<file path="src/hdl/lpbt_pkg.sv">
// Package for the linear-probe binding table: sizes, codes, the slot entry
// type and the control word that runs the ring of slot cells.
// No dependencies; every other file of the block imports it.
package lpbt_pkg;

  // Table geometry.
  localparam int TABLE_ENTRIES = 512;
  localparam int IDX_W         = $clog2(TABLE_ENTRIES);
  localparam int CNT_W         = IDX_W + 1;

  // Field widths of the command and result words.
  localparam int KIND_W     = 2;
  localparam int CONTEXT_W  = 16;
  localparam int CHANNEL_W  = 5;
  localparam int HASH_W     = 9;
  localparam int INST_W     = 20;
  localparam int STATUS_W   = 3;
  localparam int SLOT_W     = 9;
  localparam int ADDR_W     = 33;
  localparam int STORED_W   = 19;
  localparam int COUNT_W    = 10;
  localparam int BASE_W     = 32;

  // Instance offsets arrive in 16-byte units and are kept in 32-byte units.
  localparam int INSTANCE_SHIFT = 5 - 4;
  // Each table entry takes eight bytes.
  localparam int ENTRY_SHIFT    = 3;

  // Configuration port layout: 32-bit words; the table base register sits at word address 0.
  localparam int PADDR_W     = 3;
  localparam int PDATA_W     = 32;
  localparam int REG_IDX_LSB = 2;
  localparam logic REG_TABLE_BASE = 1'b0;

  typedef enum logic [KIND_W-1:0] {
    KIND_BIND       = 2'd0,
    KIND_UNBIND     = 2'd1,
    KIND_UNBIND_CTX = 2'd2,
    KIND_UNBIND_CHN = 2'd3
  } kind_t;

  typedef enum logic [STATUS_W-1:0] {
    ST_OK        = 3'd0,
    ST_BOUND     = 3'd1,
    ST_BAD_INST  = 3'd2,
    ST_FULL      = 3'd3,
    ST_NOT_FOUND = 3'd4
  } status_t;

  typedef enum logic [2:0] {
    S_IDLE,
    S_SCAN,
    S_DECIDE,
    S_WRITE,
    S_DONE
  } state_t;

  // One table slot as held in a cell.
  typedef struct packed {
    logic                 valid;
    logic [CONTEXT_W-1:0] context_id;
    logic [CHANNEL_W-1:0] channel_id;
    logic [STORED_W-1:0]  inst;
  } entry_t;

  // Control from the sequencer to the ring: advance, and the entry that
  // re-enters the far end of the ring in place of the head slot.
  typedef struct packed {
    logic   shift;
    entry_t wb;
  } ring_ctl_t;

endpackage

</file>
<file path="src/hdl/lpbt_cmd_if.sv">
// Command channel of the binding table: valid/ready handshake and the
// command word fields. Depends on lpbt_pkg.
interface lpbt_cmd_if
  import lpbt_pkg::*;
  ();
  logic                 valid;
  logic                 ready;
  logic [KIND_W-1:0]    kind;
  logic [CONTEXT_W-1:0] context_id;
  logic [CHANNEL_W-1:0] channel_id;
  logic [HASH_W-1:0]    hash_start;
  logic [INST_W-1:0]    instance_offset;

  modport source (
    output valid, kind, context_id, channel_id, hash_start, instance_offset,
    input  ready
  );
  modport sink (
    input  valid, kind, context_id, channel_id, hash_start, instance_offset,
    output ready
  );
endinterface

</file>
<file path="src/hdl/lpbt_res_if.sv">
// Result channel of the binding table: valid/ready handshake and the
// result word fields. Depends on lpbt_pkg.
interface lpbt_res_if
  import lpbt_pkg::*;
  ();
  logic                valid;
  logic                ready;
  logic [STATUS_W-1:0] status;
  logic [SLOT_W-1:0]   slot;
  logic [ADDR_W-1:0]   entry_address;
  logic [STORED_W-1:0] stored_instance;
  logic [COUNT_W-1:0]  cleared_count;

  modport source (
    output valid, status, slot, entry_address, stored_instance, cleared_count,
    input  ready
  );
  modport sink (
    input  valid, status, slot, entry_address, stored_instance, cleared_count,
    output ready
  );
endinterface

</file>
<file path="src/hdl/lpbt_ctrl.sv">
// Sequencer of the binding table: takes a command word, walks the ring once
// (twice for a successful bind), and loads the result word register.
// Depends on lpbt_pkg and the two channel interfaces.
module lpbt_ctrl
  import lpbt_pkg::*;
(
  input  logic              clk,
  input  logic              rst,
  lpbt_cmd_if.sink          cmd,
  lpbt_res_if.source        res,
  input  logic [BASE_W-1:0] table_base_addr,
  input  entry_t            head,
  output ring_ctl_t         ring_ctl
);

  state_t state, state_next;

  // Captured command.
  kind_t                kind;
  logic [CONTEXT_W-1:0] ctx;
  logic [CHANNEL_W-1:0] chn;
  logic [IDX_W-1:0]     start;
  logic [STORED_W-1:0]  shifted;

  // Walk position: the slot number of the entry now at the ring head.
  logic [IDX_W-1:0] cnt;
  logic             last;

  // Scan findings.
  logic             dup;
  logic             hi_found, lo_found;
  logic [IDX_W-1:0] hi_slot, lo_slot;
  logic             found;
  logic [IDX_W-1:0] hit_slot;
  logic [STORED_W-1:0] hit_inst;
  logic [CNT_W-1:0] count;

  // Output register.
  logic                res_valid;
  logic [STATUS_W-1:0] res_status;
  logic [SLOT_W-1:0]   res_slot;
  logic [ADDR_W-1:0]   res_addr;
  logic [STORED_W-1:0] res_inst;
  logic [COUNT_W-1:0]  res_count;

  // Per-cycle view of the head entry.
  logic             match, ctx_hit, chn_hit, free_any, bind_ok;
  logic [IDX_W-1:0] target;
  logic             load_res;

  assign last     = (cnt == IDX_W'(TABLE_ENTRIES - 1));
  assign match    = head.valid && head.context_id == ctx && head.channel_id == chn;
  assign ctx_hit  = head.valid && head.context_id == ctx;
  assign chn_hit  = head.valid && head.channel_id == chn;
  assign free_any = hi_found || lo_found;
  assign target   = hi_found ? hi_slot : lo_slot;
  assign bind_ok  = !dup && (shifted != '0) && free_any;

  // Next state, ring control and handshakes.
  always_comb begin
    state_next   = state;
    ring_ctl     = '{shift: 1'b0, wb: head};
    cmd.ready    = 1'b0;
    load_res     = 1'b0;
    case (state)
      S_IDLE: begin
        cmd.ready = 1'b1;
        if (cmd.valid) begin
          state_next = S_SCAN;
        end
      end
      S_SCAN: begin
        ring_ctl.shift = 1'b1;
        case (kind)
          KIND_UNBIND: begin
            if (match && !found) begin
              ring_ctl.wb.valid = 1'b0;
            end
          end
          KIND_UNBIND_CTX: begin
            if (ctx_hit) begin
              ring_ctl.wb.valid = 1'b0;
            end
          end
          KIND_UNBIND_CHN: begin
            if (chn_hit) begin
              ring_ctl.wb.valid = 1'b0;
            end
          end
          default: begin
          end
        endcase
        if (last) begin
          state_next = (kind == KIND_BIND) ? S_DECIDE : S_DONE;
        end
      end
      S_DECIDE: begin
        state_next = bind_ok ? S_WRITE : S_DONE;
      end
      S_WRITE: begin
        ring_ctl.shift = 1'b1;
        if (cnt == target) begin
          ring_ctl.wb = '{valid: 1'b1, context_id: ctx, channel_id: chn,
                          inst: shifted};
        end
        if (last) begin
          state_next = S_DONE;
        end
      end
      S_DONE: begin
        if (!res_valid || res.ready) begin
          load_res   = 1'b1;
          state_next = S_IDLE;
        end
      end
      default: begin
        state_next = S_IDLE;
      end
    endcase
  end

  always_ff @(posedge clk) begin
    if (rst) begin
      state <= S_IDLE;
    end else begin
      state <= state_next;
    end
  end

  // Command capture and scan bookkeeping.
  always_ff @(posedge clk) begin
    if (rst) begin
      cnt <= '0;
    end else begin
      case (state)
        S_IDLE: begin
          cnt <= '0;
        end
        S_SCAN, S_WRITE: begin
          cnt <= cnt + 1'b1;
        end
        default: begin
        end
      endcase
    end
  end

  always_ff @(posedge clk) begin
    if (state == S_IDLE && cmd.valid) begin
      kind     <= kind_t'(cmd.kind);
      ctx      <= cmd.context_id;
      chn      <= cmd.channel_id;
      start    <= IDX_W'(cmd.hash_start);
      shifted  <= STORED_W'(cmd.instance_offset >> INSTANCE_SHIFT);
      dup      <= 1'b0;
      hi_found <= 1'b0;
      lo_found <= 1'b0;
      found    <= 1'b0;
      count    <= '0;
    end else if (state == S_SCAN) begin
      if (match) begin
        dup <= 1'b1;
      end
      // Free slots at or above the start slot come first in probe order.
      if (!head.valid && cnt >= start && !hi_found) begin
        hi_found <= 1'b1;
        hi_slot  <= cnt;
      end
      if (!head.valid && cnt < start && !lo_found) begin
        lo_found <= 1'b1;
        lo_slot  <= cnt;
      end
      // Lowest matching slot for a single unbind.
      if (match && !found) begin
        found    <= 1'b1;
        hit_slot <= cnt;
        hit_inst <= head.inst;
      end
      if ((kind == KIND_UNBIND_CTX && ctx_hit) || (kind == KIND_UNBIND_CHN && chn_hit)) begin
        count <= count + 1'b1;
      end
    end
  end

  // Result word: compose the fields from the scan findings.
  logic                has_slot;
  status_t             r_status;
  logic [IDX_W-1:0]    r_slot;
  logic [STORED_W-1:0] r_inst;
  logic [CNT_W-1:0]    r_count;

  always_comb begin
    has_slot = 1'b0;
    r_status = ST_OK;
    r_slot   = '0;
    r_inst   = '0;
    r_count  = '0;
    case (kind)
      KIND_BIND: begin
        if (dup) begin
          r_status = ST_BOUND;
        end else if (shifted == '0) begin
          r_status = ST_BAD_INST;
        end else if (!free_any) begin
          r_status = ST_FULL;
        end else begin
          has_slot = 1'b1;
          r_slot   = target;
          r_inst   = shifted;
        end
      end
      KIND_UNBIND: begin
        if (found) begin
          has_slot = 1'b1;
          r_slot   = hit_slot;
          r_inst   = hit_inst;
          r_count  = CNT_W'(1);
        end else begin
          r_status = ST_NOT_FOUND;
        end
      end
      default: begin
        r_count = count;
      end
    endcase
  end

  always_ff @(posedge clk) begin
    if (rst) begin
      res_valid <= 1'b0;
    end else if (load_res) begin
      res_valid <= 1'b1;
    end else if (res.ready) begin
      res_valid <= 1'b0;
    end
  end

  always_ff @(posedge clk) begin
    if (load_res) begin
      res_status <= r_status;
      res_slot   <= SLOT_W'(r_slot);
      res_addr   <= has_slot ? (ADDR_W'(table_base_addr) + (ADDR_W'(r_slot) << ENTRY_SHIFT))
                             : '0;
      res_inst   <= r_inst;
      res_count  <= COUNT_W'(r_count);
    end
  end

  assign res.valid           = res_valid;
  assign res.status          = res_status;
  assign res.slot            = res_slot;
  assign res.entry_address   = res_addr;
  assign res.stored_instance = res_inst;
  assign res.cleared_count   = res_count;

endmodule

</file>
<file path="src/flat_wrapper.sv">
// flat-port wrapper written by rule: the top's interface ports become plain ports
module lpbt_ctrl_flat import lpbt_pkg::*;
  (clk, rst, table_base_addr, head, ring_ctl, cmd_valid, cmd_kind, cmd_context_id, cmd_channel_id, cmd_hash_start, cmd_instance_offset, cmd_ready, res_valid, res_status, res_slot, res_entry_address, res_stored_instance, res_cleared_count, res_ready);
  lpbt_cmd_if cmd_i ();
  lpbt_res_if res_i ();
  input  logic clk;
  input  logic rst;
  input  logic [BASE_W-1:0] table_base_addr;
  input  entry_t head;
  output ring_ctl_t ring_ctl;
  input wire logic [$bits(cmd_i.valid)-1:0] cmd_valid;
  input wire logic [$bits(cmd_i.kind)-1:0] cmd_kind;
  input wire logic [$bits(cmd_i.context_id)-1:0] cmd_context_id;
  input wire logic [$bits(cmd_i.channel_id)-1:0] cmd_channel_id;
  input wire logic [$bits(cmd_i.hash_start)-1:0] cmd_hash_start;
  input wire logic [$bits(cmd_i.instance_offset)-1:0] cmd_instance_offset;
  output wire logic [$bits(cmd_i.ready)-1:0] cmd_ready;
  output wire logic [$bits(res_i.valid)-1:0] res_valid;
  output wire logic [$bits(res_i.status)-1:0] res_status;
  output wire logic [$bits(res_i.slot)-1:0] res_slot;
  output wire logic [$bits(res_i.entry_address)-1:0] res_entry_address;
  output wire logic [$bits(res_i.stored_instance)-1:0] res_stored_instance;
  output wire logic [$bits(res_i.cleared_count)-1:0] res_cleared_count;
  input wire logic [$bits(res_i.ready)-1:0] res_ready;
  assign cmd_i.valid = cmd_valid;
  assign cmd_i.kind = cmd_kind;
  assign cmd_i.context_id = cmd_context_id;
  assign cmd_i.channel_id = cmd_channel_id;
  assign cmd_i.hash_start = cmd_hash_start;
  assign cmd_i.instance_offset = cmd_instance_offset;
  assign cmd_ready = cmd_i.ready;
  assign res_valid = res_i.valid;
  assign res_status = res_i.status;
  assign res_slot = res_i.slot;
  assign res_entry_address = res_i.entry_address;
  assign res_stored_instance = res_i.stored_instance;
  assign res_cleared_count = res_i.cleared_count;
  assign res_i.ready = res_ready;
  lpbt_ctrl u_core (.clk(clk), .rst(rst), .cmd(cmd_i), .res(res_i), .table_base_addr(table_base_addr), .head(head), .ring_ctl(ring_ctl));
endmodule
</file>
<file path="config.mk">
export PLATFORM = sky130hd
export DESIGN_NAME = lpbt_ctrl_flat
export DESIGN_NICKNAME = d
export VERILOG_FILES = /design/src/hdl/lpbt_pkg.sv /design/src/hdl/lpbt_cmd_if.sv /design/src/hdl/lpbt_res_if.sv /design/src/hdl/lpbt_ctrl.sv /design/src/flat_wrapper.sv
export SDC_FILE = /design/constraint.sdc
export NUM_CORES = 1
export LEC_CHECK = 0
export BUFFER_PORTS_ARGS = -buffer_cell sky130_fd_sc_hd__buf_4
export CAP_MARGIN = 10
export CORE_MARGIN = 10
export CORE_UTILIZATION = 50
export DETAILED_ROUTE_END_ITERATION = 16
export PLACE_DENSITY = 0.76
export SETUP_SLACK_MARGIN = 0.2
export SLEW_MARGIN = 20
export SYNTH_ARGS = -nofsm -noshare
export SYNTH_HDL_FRONTEND = slang
export SYNTH_SLANG_ARGS = --single-unit
</file>
<file path="constraint.sdc">
create_clock -name clk -period 7.3 [get_ports clk]
set_input_delay 0.365 -clock clk [delete_from_list [all_inputs] [get_ports clk]]
set_output_delay 0.365 -clock clk [all_outputs]
set_load 0.005 [all_outputs]
</file>
==> results of run 1 <==
## final cells by class
cell class,instances,share of cell area
Clock inverter,15,0.0120
Timing Repair Buffer,252,0.160
Sequential cell,198,0.479
Tap cell,229,0.0242
Clock buffer,17,0.0359
Multi-Input combinational cell,454,0.282
Inverter,25,0.00791
## state kept, by name, summed over array words and instances, names as in the netlist, 2 cells and up
register and cells:
u_core.res.status 3, u_core.ctx 16, u_core.res.slot 9, u_core.shifted 19
u_core.res.cleared_count 10, u_core.lo_slot 9, u_core.start 9, u_core.res.entry_address 33
u_core.chn 5, u_core.hit_slot 9, u_core.res.stored_instance 19, u_core.kind 2
u_core.hit_inst 19, u_core.hi_slot 9, u_core.state 3, u_core.cnt 9
u_core.count 10
## cells in the final DEF (no fill, tap or decap), types with 21 or more instances in the layout
cell / count
inv_1: 23
nor2_1: 57
mux2_4: 39
buf_4: 252
o21ai_0: 27
edfxtp_1: 171
a21oi_1: 27
dfxtp_1: 27
xor2_1: 40
ha_1: 21
nand2_1: 40
## cells by family (layout without fill, tap and decap cells)
kind of cell	after synthesis	after routing	synth area share
xor gates and xnor gates	58	58	0.0547
adders and majority gates	22	22	0.0304
AOI/OAI and AO/OA	123	123	0.0904
muxes	49	49	0.0739
and+or+nand+nor	202	202	0.109
buffers and inverters	50	309	0.0307
DFF	198	198	0.611
## final timing paths
kind	start	end	cells after the start
hold reg to reg	u_core.count[8]	u_core.count[8]	2
setup reg to reg	u_core.kind[1]	u_core.res.entry_address[29]	14
hold / removal	cmd_instance_offset[10]	u_core.shifted[9]	1
setup / recovery	u_core.kind[1]	u_core.res.entry_address[29]	14
## worst max-delay path, cell delays in order, from the launching register on
cell and delay [ns]:
edfxtp_1 0.63, or3_1 0.45, nor2_1 0.35, o21ai_1 0.34, o21ai_0 0.34, ha_1 0.22
inv_1 0.06, fa_1 0.39, nand2b_1 0.19, a21oi_1 0.15, o21ai_0 0.11, buf_4 0.19
a2111oi_0 0.50, xnor2_1 0.19, nor2_1 0.06
## power by group through the flow
stage / clock, mW / sequential [mW] / combinational (mW)
detailed placement: 0 / 1.33 / 0.265
global route: 0.956 / 1.31 / 0.289
floorplan: 0 / 1.32 / 0.128
global placement: 0 / 1.33 / 0.260
CTS: 0.909 / 1.30 / 0.266
finish: 0.893 / 1.30 / 0.263
## per-layer routing
metal,vias to the layer above,global-route usage,wire [um]
li1,3124,-,-
met1,3148,0.226,9730
met2,210,0.314,12000
met3,37,0.0458,1460
met4,0,0.0629,517
met5,-,0,0
## per-stage QoR
| stage | utilization | power, mW | cells |
|---|---|---|---|
| after CTS | 0.653 | 2.48 | 1190 |
| after global routing | 0.653 | 2.55 | 1190 |
| after detailed placement | 0.622 | 1.59 | 1158 |
| after global placement | 0.622 | 1.59 | 1158 |
| final | 0.653 | 2.46 | 1190 |
| after floorplan | - | 1.45 | 702 |
==> flow_summary.toml, run 1 <==
[grt]
grt_pass1_vias = 6463
grt_max_degree = 75
antenna_found_initial = 0
grt_use_total = 0.185
overflow = 0
grt_pass1_wl_um = 35400

[sta]
rsz0062_at_grt = "no"
finalHoldViolCount = 0
tightest_slew_ns = 1.11
holdWs_ns = 0.0955
period_needed_ns = 4.43
setup_violations = 0
worst_slack_ns = 2.87
tns_ns = 0
relSlewSlack = 0.260
finalMaxSlewViolations = 0
clock_skew_ns = 0.0139
period_share = 0.607
max_freq_mhz = 226

[pwr]
p_seq_frac = 0.530
p_clk_frac = 0.363
peakVddDrop_uv = 156
p_sw_uw = 599
leakage_nw = 4.73
p_int_mw = 1.86
switching_share = 0.244
p_comb_frac = 0.107
p_per_area_mw_per_mm2 = 207

[worst_setup_path]
startpoint_type = "flop"
crit_fanout = 18
cp.arrival_ns = 4.62
crit_type = "flop to flop"
r2r_setup_slack_ns = 2.87
end_kind = "flop"
required_ns = 7.48

[cts]
postCtsHoldBufs = 0
cts_buffer_depth = 2
htreeDepth = 4
cts_root_buffer = "clkbuf_16"
numCtsBuffers = 17
cts_tree = "done"
clkTransAtPathRegs_ns = 0.08
cts.sinks = 198
post_cts.repair.setup_buffers = 0
clock_latency_ns = 0.44
cts-resized-gates = 0

[route]
drc = 0
drt_pass1_iterations = 5
via_count = 6519
wl_um = 23700
ant_nets = 0
drt_iter0_drc = 324
avgRoutedWirePerCell_um = 19.9
viasPerCell = 5.48

[yosys]
seq_area_frac_synth = 0.611
synth_edf_count = 171
yosys.area.top_type = "edfxtp_1"
synthFlopType = "edfxtp_1"
syn_inst = 702
ys_types = 56
async_flop_share = 0
avgSynthCellArea_sq_um = 13.2
synth_most_common_cell = "edfxtp_1"
synth.ff_latch_count = 198
yosys_warnings = 0
synth.area.top_cells = "edfxtp_1 (55%), mux2_4 (6.3%), dfxtp_1 (5.8%), xor2_1 (3.8%), ha_1 (2.8%)"
syn-cell-area_sq_mm = 0.00929
synth_common_cells = "edfxtp_1 (171), nor2_1 (58), nand2_1 (40), xor2_1 (40), mux2_4 (39)"
synth.top_cell.area_share = 0.553
syn_nets = 853

[placed_design]
port_buffers = 245
place_congestion = 0.846
dpl_cell_area_sq_mm = 0.0113
post-place-ws_ns = 2.86
dp_hpwl_um = 17600

[layout]
fillers = 1378
seq_area_sq_mm = 0.00568
drive_gt1_frac = 0.352
multiInputGateArea_sq_mm = 0.00334
final_cell_area_sq_mm = 0.0119
nets = 1099
antenna_cells = 0
syn2layout_area_growth_pct = 27.7

[job]
drv_cap = 0

[hold_path]
hold_path_class = "input port to flop"

[floorplanning]
initial_core_util = 0.512
core.rowCount = 49
core_area_sq_mm = 0.0181
pin_count = 247
fp.dieH_um = 156
dieArea_sq_mm = 0.0244
die_w_um = 156

[run_status]
status = "complete, no violations"
No activity file was read; power rests on OpenSTA's default activity.
==> run 2, diff against run 1 <==
--- a/config.mk
+++ b/config.mk
@@ -8,9 +8,9 @@
 export BUFFER_PORTS_ARGS = -buffer_cell sky130_fd_sc_hd__buf_4
 export CAP_MARGIN = 10
 export CORE_MARGIN = 10
-export CORE_UTILIZATION = 50
+export CORE_UTILIZATION = 48
 export DETAILED_ROUTE_END_ITERATION = 16
-export PLACE_DENSITY = 0.76
+export PLACE_DENSITY = 0.77
 export SETUP_SLACK_MARGIN = 0.2
 export SLEW_MARGIN = 20
 export SYNTH_ARGS = -nofsm -noshare
==> constraint.sdc (replaced) <==
create_clock -name clk -period 3.84 [get_ports clk]
set_input_delay 0.192 -clock clk [delete_from_list [all_inputs] [get_ports clk]]
set_output_delay 0.192 -clock clk [all_outputs]
set_load 0.005 [all_outputs]
==> flow_summary.toml, run 2 (synthesis gave the netlist of run 1 again) <==
[run_status]
status = "complete, no violations"

[route]
highest_layer = "met4"
dr_wl_met3_um = 1410
met1Wirelength_um = 10700
drc = 0
wl_met2_um = 13500
drt_pass1_iterations = 7
viasPerCell = 5.30
ant_nets = 0
drt_iter0_drc = 444
wl_um = 26400
avgRoutedWirePerCell_um = 20.2
via_count = 6926

[job]
drv_cap = 0

[layout]
final_common_cell = "buf_4"
layout.cells.non_filler = 1306
antenna_cells = 0
syn2layout_area_growth_pct = 38.3
layout_common_cells = "buf_4 (266), edfxtp_1 (171), dlygate4sd3_1 (70), nor2_1 (55)"
fillers = 1340
drive_gt1_frac = 0.349
largest_register_ffs = 33
nets = 1184

[grt]
grt_use_total = 0.196
overflow = 0
antenna_found_initial = 0
grt_max_degree = 75
grt_pass1_vias = 7069
grt_pass1_wl_um = 39700

[cts]
numCtsBuffers = 17
cts.sinks = 198
htreeDepth = 4
cts_tree = "done"
clkTransAtPathRegs_ns = 0.08
cts_root_buffer = "clkbuf_16"
clock_latency_ns = 0.43
cts_buffer_depth = 2

[placed_design]
dp_cells = 1196
dp_hpwl_um = 18500
place_congestion = 0.854
port_buffers = 245

[sta]
rsz0062_at_grt = "no"
finalHoldViolCount = 0
period_needed_ns = 3.53
tns_ns = 0
max_freq_mhz = 284
period_share = 0.918
tightest_slew_ns = 1.06
clock_skew_ns = 0.0163
relSlewSlack = 0.290
finalMaxSlewViolations = 0
setup_violations = 0

[worst_setup_path]
crit_type = "flop to flop"
worstReg2RegEnd = "u_core.res.entry_address[24]"
r2r_setup_slack_ns = 0.31
startpoint_type = "flop"
crit_fanout = 9
worstReg2RegStart = "u_core.shifted[1]"
cp.arrival_ns = 3.71
required_ns = 4.02
rr_worst_depth = 14
end_kind = "flop"

[floorplanning]
fp.dieH_um = 159
core.rowCount = 50
dieArea_sq_mm = 0.0253
pin_count = 247
initial_core_util = 0.492
die_w_um = 159
core_area_sq_mm = 0.0189

[hold_path]
holdPathStages = 2
min_to = "u_core.cnt[8]"
hold_path_class = "input port to flop"
hold_start = "rst"

[pwr]
peakVddDrop_uv = 316
leakage_nw = 5.12
p_per_area_mw_per_mm2 = 376
## run 2: layout make-up
class / count / area [sq um] / share of cell area
flip-flops and latches: 198 / 5680 / 0.442
repair buffers: 337 / 2720 / 0.211
multi-input cells: 454 / 3450 / 0.269
clock inverters: 13 / 130 / 0.0101
well taps: 260 / 325 / 0.0253
inverters: 25 / 93.8 / 0.00730
clock buffers: 19 / 454 / 0.0353
## run 2: layer usage
layer / vias to the layer above / global-route usage
met2: 274 / 0.338
li1: 3295 / -
met4: 0 / 0.0741
met3: 46 / 0.0421
met1: 3311 / 0.235
met5: - / 0
## run 2: worst max-delay path, stage by stage (launching register included)
cell and delay (ns):
edfxtp_1 0.51, nor4_4 0.37, nand4_1 0.24, o21ai_1 0.18, buf_4 0.17, o21a_1 0.20
inv_1 0.08, ha_1 0.27, a21o_1 0.13, nand4_1 0.17, a311oi_2 0.35, buf_4 0.21
o21ai_0 0.11, xnor2_1 0.22, nor2_1 0.06
## run 2: timing repair
action	4_1_cts	5_1_grt
cloned	0	0
setup endpoints to repair	9	18
setup buffers	0	8
gates resized for setup	6	15
hold buffers	70	0
pin swaps	0	5
hold endpoints to repair	70	0
## run 2: through the flow
step | hold slack, ns | instance area (sq um) | util | setup WS (ns) | power [mW]
4_1_cts | 0.0192 | 12700 | 0.672 | 0.208 | 4.84
6_report | 0.0470 | 12900 | 0.680 | 0.314 | 4.83
3_5_place_dp | 0.371 | 11400 | 0.603 | 0.0605 | 3.04
5_1_grt | 0.0423 | 12900 | 0.680 | 0.0788 | 5.01
2_1_floorplan | 0.282 | 9290 | - | 0.182 | 2.75
3_3_place_gp | 0.370 | 11400 | 0.603 | 0.175 | 3.02
## run 2: report_power, final
group	switching [mW]	internal, mW
registers	0.0535	2.43
clock network	0.843	0.904
logic	0.288	0.319
## run 2: how the worst max path moves through the flow
| stage | startpoint | to | slack [ns] | cells past startpoint |
|---|---|---|---|---|
| 4_1_cts | u_core.shifted[1] | u_core.res.entry_address[21] | 0.21 | 12 |
| 2_1_floorplan | u_core.kind[0] | u_core.res.entry_address[29] | 0.18 | 16 |
| 5_1_grt | u_core.shifted[1] | u_core.res.entry_address[24] | 0.08 | 14 |
| 3_5_place_dp | u_core.kind[0] | u_core.res.entry_address[29] | 0.06 | 15 |
| 3_3_place_gp | u_core.kind[0] | u_core.res.entry_address[29] | 0.17 | 15 |
| 6_report | u_core.shifted[1] | u_core.res.entry_address[24] | 0.31 | 14 |
==> run 3, diff against run 2 <==
--- a/config.mk
+++ b/config.mk
@@ -5,7 +5,7 @@
 export SDC_FILE = /design/constraint.sdc
 export NUM_CORES = 1
 export LEC_CHECK = 0
-export BUFFER_PORTS_ARGS = -buffer_cell sky130_fd_sc_hd__buf_4
+export BUFFER_PORTS_ARGS = -buffer_cell sky130_fd_sc_hd__buf_2
 export CAP_MARGIN = 10
 export CORE_MARGIN = 10
 export CORE_UTILIZATION = 48
==> flow_summary.toml, run 3 (synthesis gave the netlist of run 1 again) <==
[run_status]
status = "complete, no violations"

[layout]
final_common_cell = "buf_2"
drive_gt1_frac = 0.342
layout.cells.non_filler = 1300
nets = 1178
largest_register_ffs = 33
syn2layout_area_growth_pct = 30.8
layout_common_cells = "buf_2 (245), edfxtp_1 (171), dlygate4sd3_1 (70), nor2_1 (56)"
fin_util = 0.643
antenna_cells = 0

[sta]
relSlewSlack = 0.264
period_needed_ns = 3.50
finalHoldViolCount = 0
tns_ns = 0
clock_skew_ns = 0.0188
period_share = 0.910
finalMaxSlewViolations = 0
max_freq_mhz = 286
tightest_slew_ns = 1.10
setup_violations = 0
rsz0062_at_grt = "yes"

[floorplanning]
die_w_um = 159
initial_core_util = 0.492
core_area_sq_mm = 0.0189
fp.dieH_um = 159
core.rowCount = 50
pin_count = 247
dieArea_sq_mm = 0.0253

[pwr]
p_seq_frac = 0.521
p_per_area_mw_per_mm2 = 391
p_sw_mw = 1.20
p_clk_frac = 0.368
peakVddDrop_uv = 306
p_int_mw = 3.55
p_comb_frac = 0.111
switching_share = 0.252
leakage_nw = 4.88

[worst_setup_path]
cpMaxStageDelayCell = "or3_1"
crit_fanout = 12
cp.arrival_ns = 3.68
startpoint_type = "flop"
crit_type = "flop to flop"
path_cells = "or3_1 > nor2_1 > o21ai_1 > buf_4 > o21ai_2 > ha_1 > inv_1 > fa_1 > nand2b_1 > a21oi_1 > o21ai_0 > buf_4 > a2111oi_2 > xnor2_1 > nor2_1"
worstReg2RegEnd = "u_core.res.entry_address[27]"
worstReg2RegStart = "u_core.kind[0]"
rr_worst_depth = 15
r2r_setup_slack_ns = 0.34
required_ns = 4.03
setup.worst_path.end = "u_core.res.entry_address[27]"
end_kind = "flop"
slowest_delay_ns = 0.41
worstSetupStartpoint = "u_core.kind[0]"

[hold_path]
hold_path_class = "input port to flop"

[grt]
grt_max_degree = 75
grt_pass1_vias = 7000
antenna_found_initial = 0
grt_use_total = 0.188
grt_pass1_wl_um = 38200
overflow = 0

[route]
drc = 0
wl_um = 24800
drt_pass1_iterations = 5
drt_iter0_drc = 436
via_count = 6966
avgRoutedWirePerCell_um = 19.1
ant_nets = 0
viasPerCell = 5.36

[cts]
cts_buffer_depth = 2
htreeDepth = 4
cts_tree = "done"
clock_latency_ns = 0.44
cts.sinks = 198
cts_root_buffer = "clkbuf_16"
clkTransAtPathRegs_ns = 0.08
numCtsBuffers = 17

[job]
drv_cap = 0

[placed_design]
dp_cells = 1197
dp_hpwl_um = 17500
port_buffers = 245
place_congestion = 0.828
[run 3: worst max-delay path: cells and delay by family, from the launching register on]
kind	cells	cell delay, ns
AOI/OAI and AO/OA	5	0.90
and+or+nand+nor	4	0.79
adders and majority gates	2	0.58
buffers and inverters	3	0.42
DFF	1	0.38
xor gates and xnor gates	1	0.17
[run 3: how the worst min path moves through the flow]
stage,from,endpoint,slack (ns),cells after the start
6_report,res_ready,u_core.res.valid,0.09,3
5_1_grt,rst,u_core.cnt[2],0.1,2
4_1_cts,table_base_addr[0],u_core.res.entry_address[0],0.05,2
3_5_place_dp,cmd_hash_start[6],u_core.start[6],0.37,1
3_3_place_gp,cmd_context_id[9],u_core.ctx[9],0.37,1
2_1_floorplan,rst,u_core.state[0],0.28,1
[run 3: metal layers]
layer,global-route usage,routed length [um],up-vias
met3,0.0491,1560,48
met5,0,0,-
met2,0.323,12500,287
met4,0.0733,711,0
met1,0.220,10000,3344
li1,-,-,3287
[run 3: layout make-up]
class	instances	area, sq um
well taps	260	325
clock inverters	14	154
repair buffers	331	2060
inverters	25	93.8
flip-flops and latches	198	5680
clock buffers	18	429
fillers	1437	6740
multi-input cells	454	3420
[run 3: what timing repair did]
item / 4_1_cts / 5_1_grt
endpoints found under the setup margin: 9 / 18
hold buffers: 70 / 0
resized for setup: 7 / 9
pin swaps: 0 / 2
endpoints found under the hold margin: 70 / 0
buffers inserted: 0 / 1
[run 3: power groups by stage]
stage | clock network [mW] | logic, mW | registers [mW]
6_report | 1.75 | 0.527 | 2.47
3_3_place_gp | 0 | 0.445 | 2.51
3_5_place_dp | 0 | 0.455 | 2.52
5_1_grt | 1.87 | 0.576 | 2.48
4_1_cts | 1.79 | 0.517 | 2.47
2_1_floorplan | 0 | 0.243 | 2.51
[run 3: through the flow]
step / total power [mW] / worst slack [ns] / hold WS (ns) / instance area [sq um]
finish: 4.75 / 0.344 / 0.0859 / 12200
global route: 4.93 / 0.114 / 0.0974 / 12200
CTS: 4.77 / 0.240 / 0.0457 / 12100
detailed placement: 2.97 / 0.0611 / 0.370 / 10800
global placement: 2.96 / 0.168 / 0.368 / 10800
floorplan: 2.75 / 0.182 / 0.282 / 9290
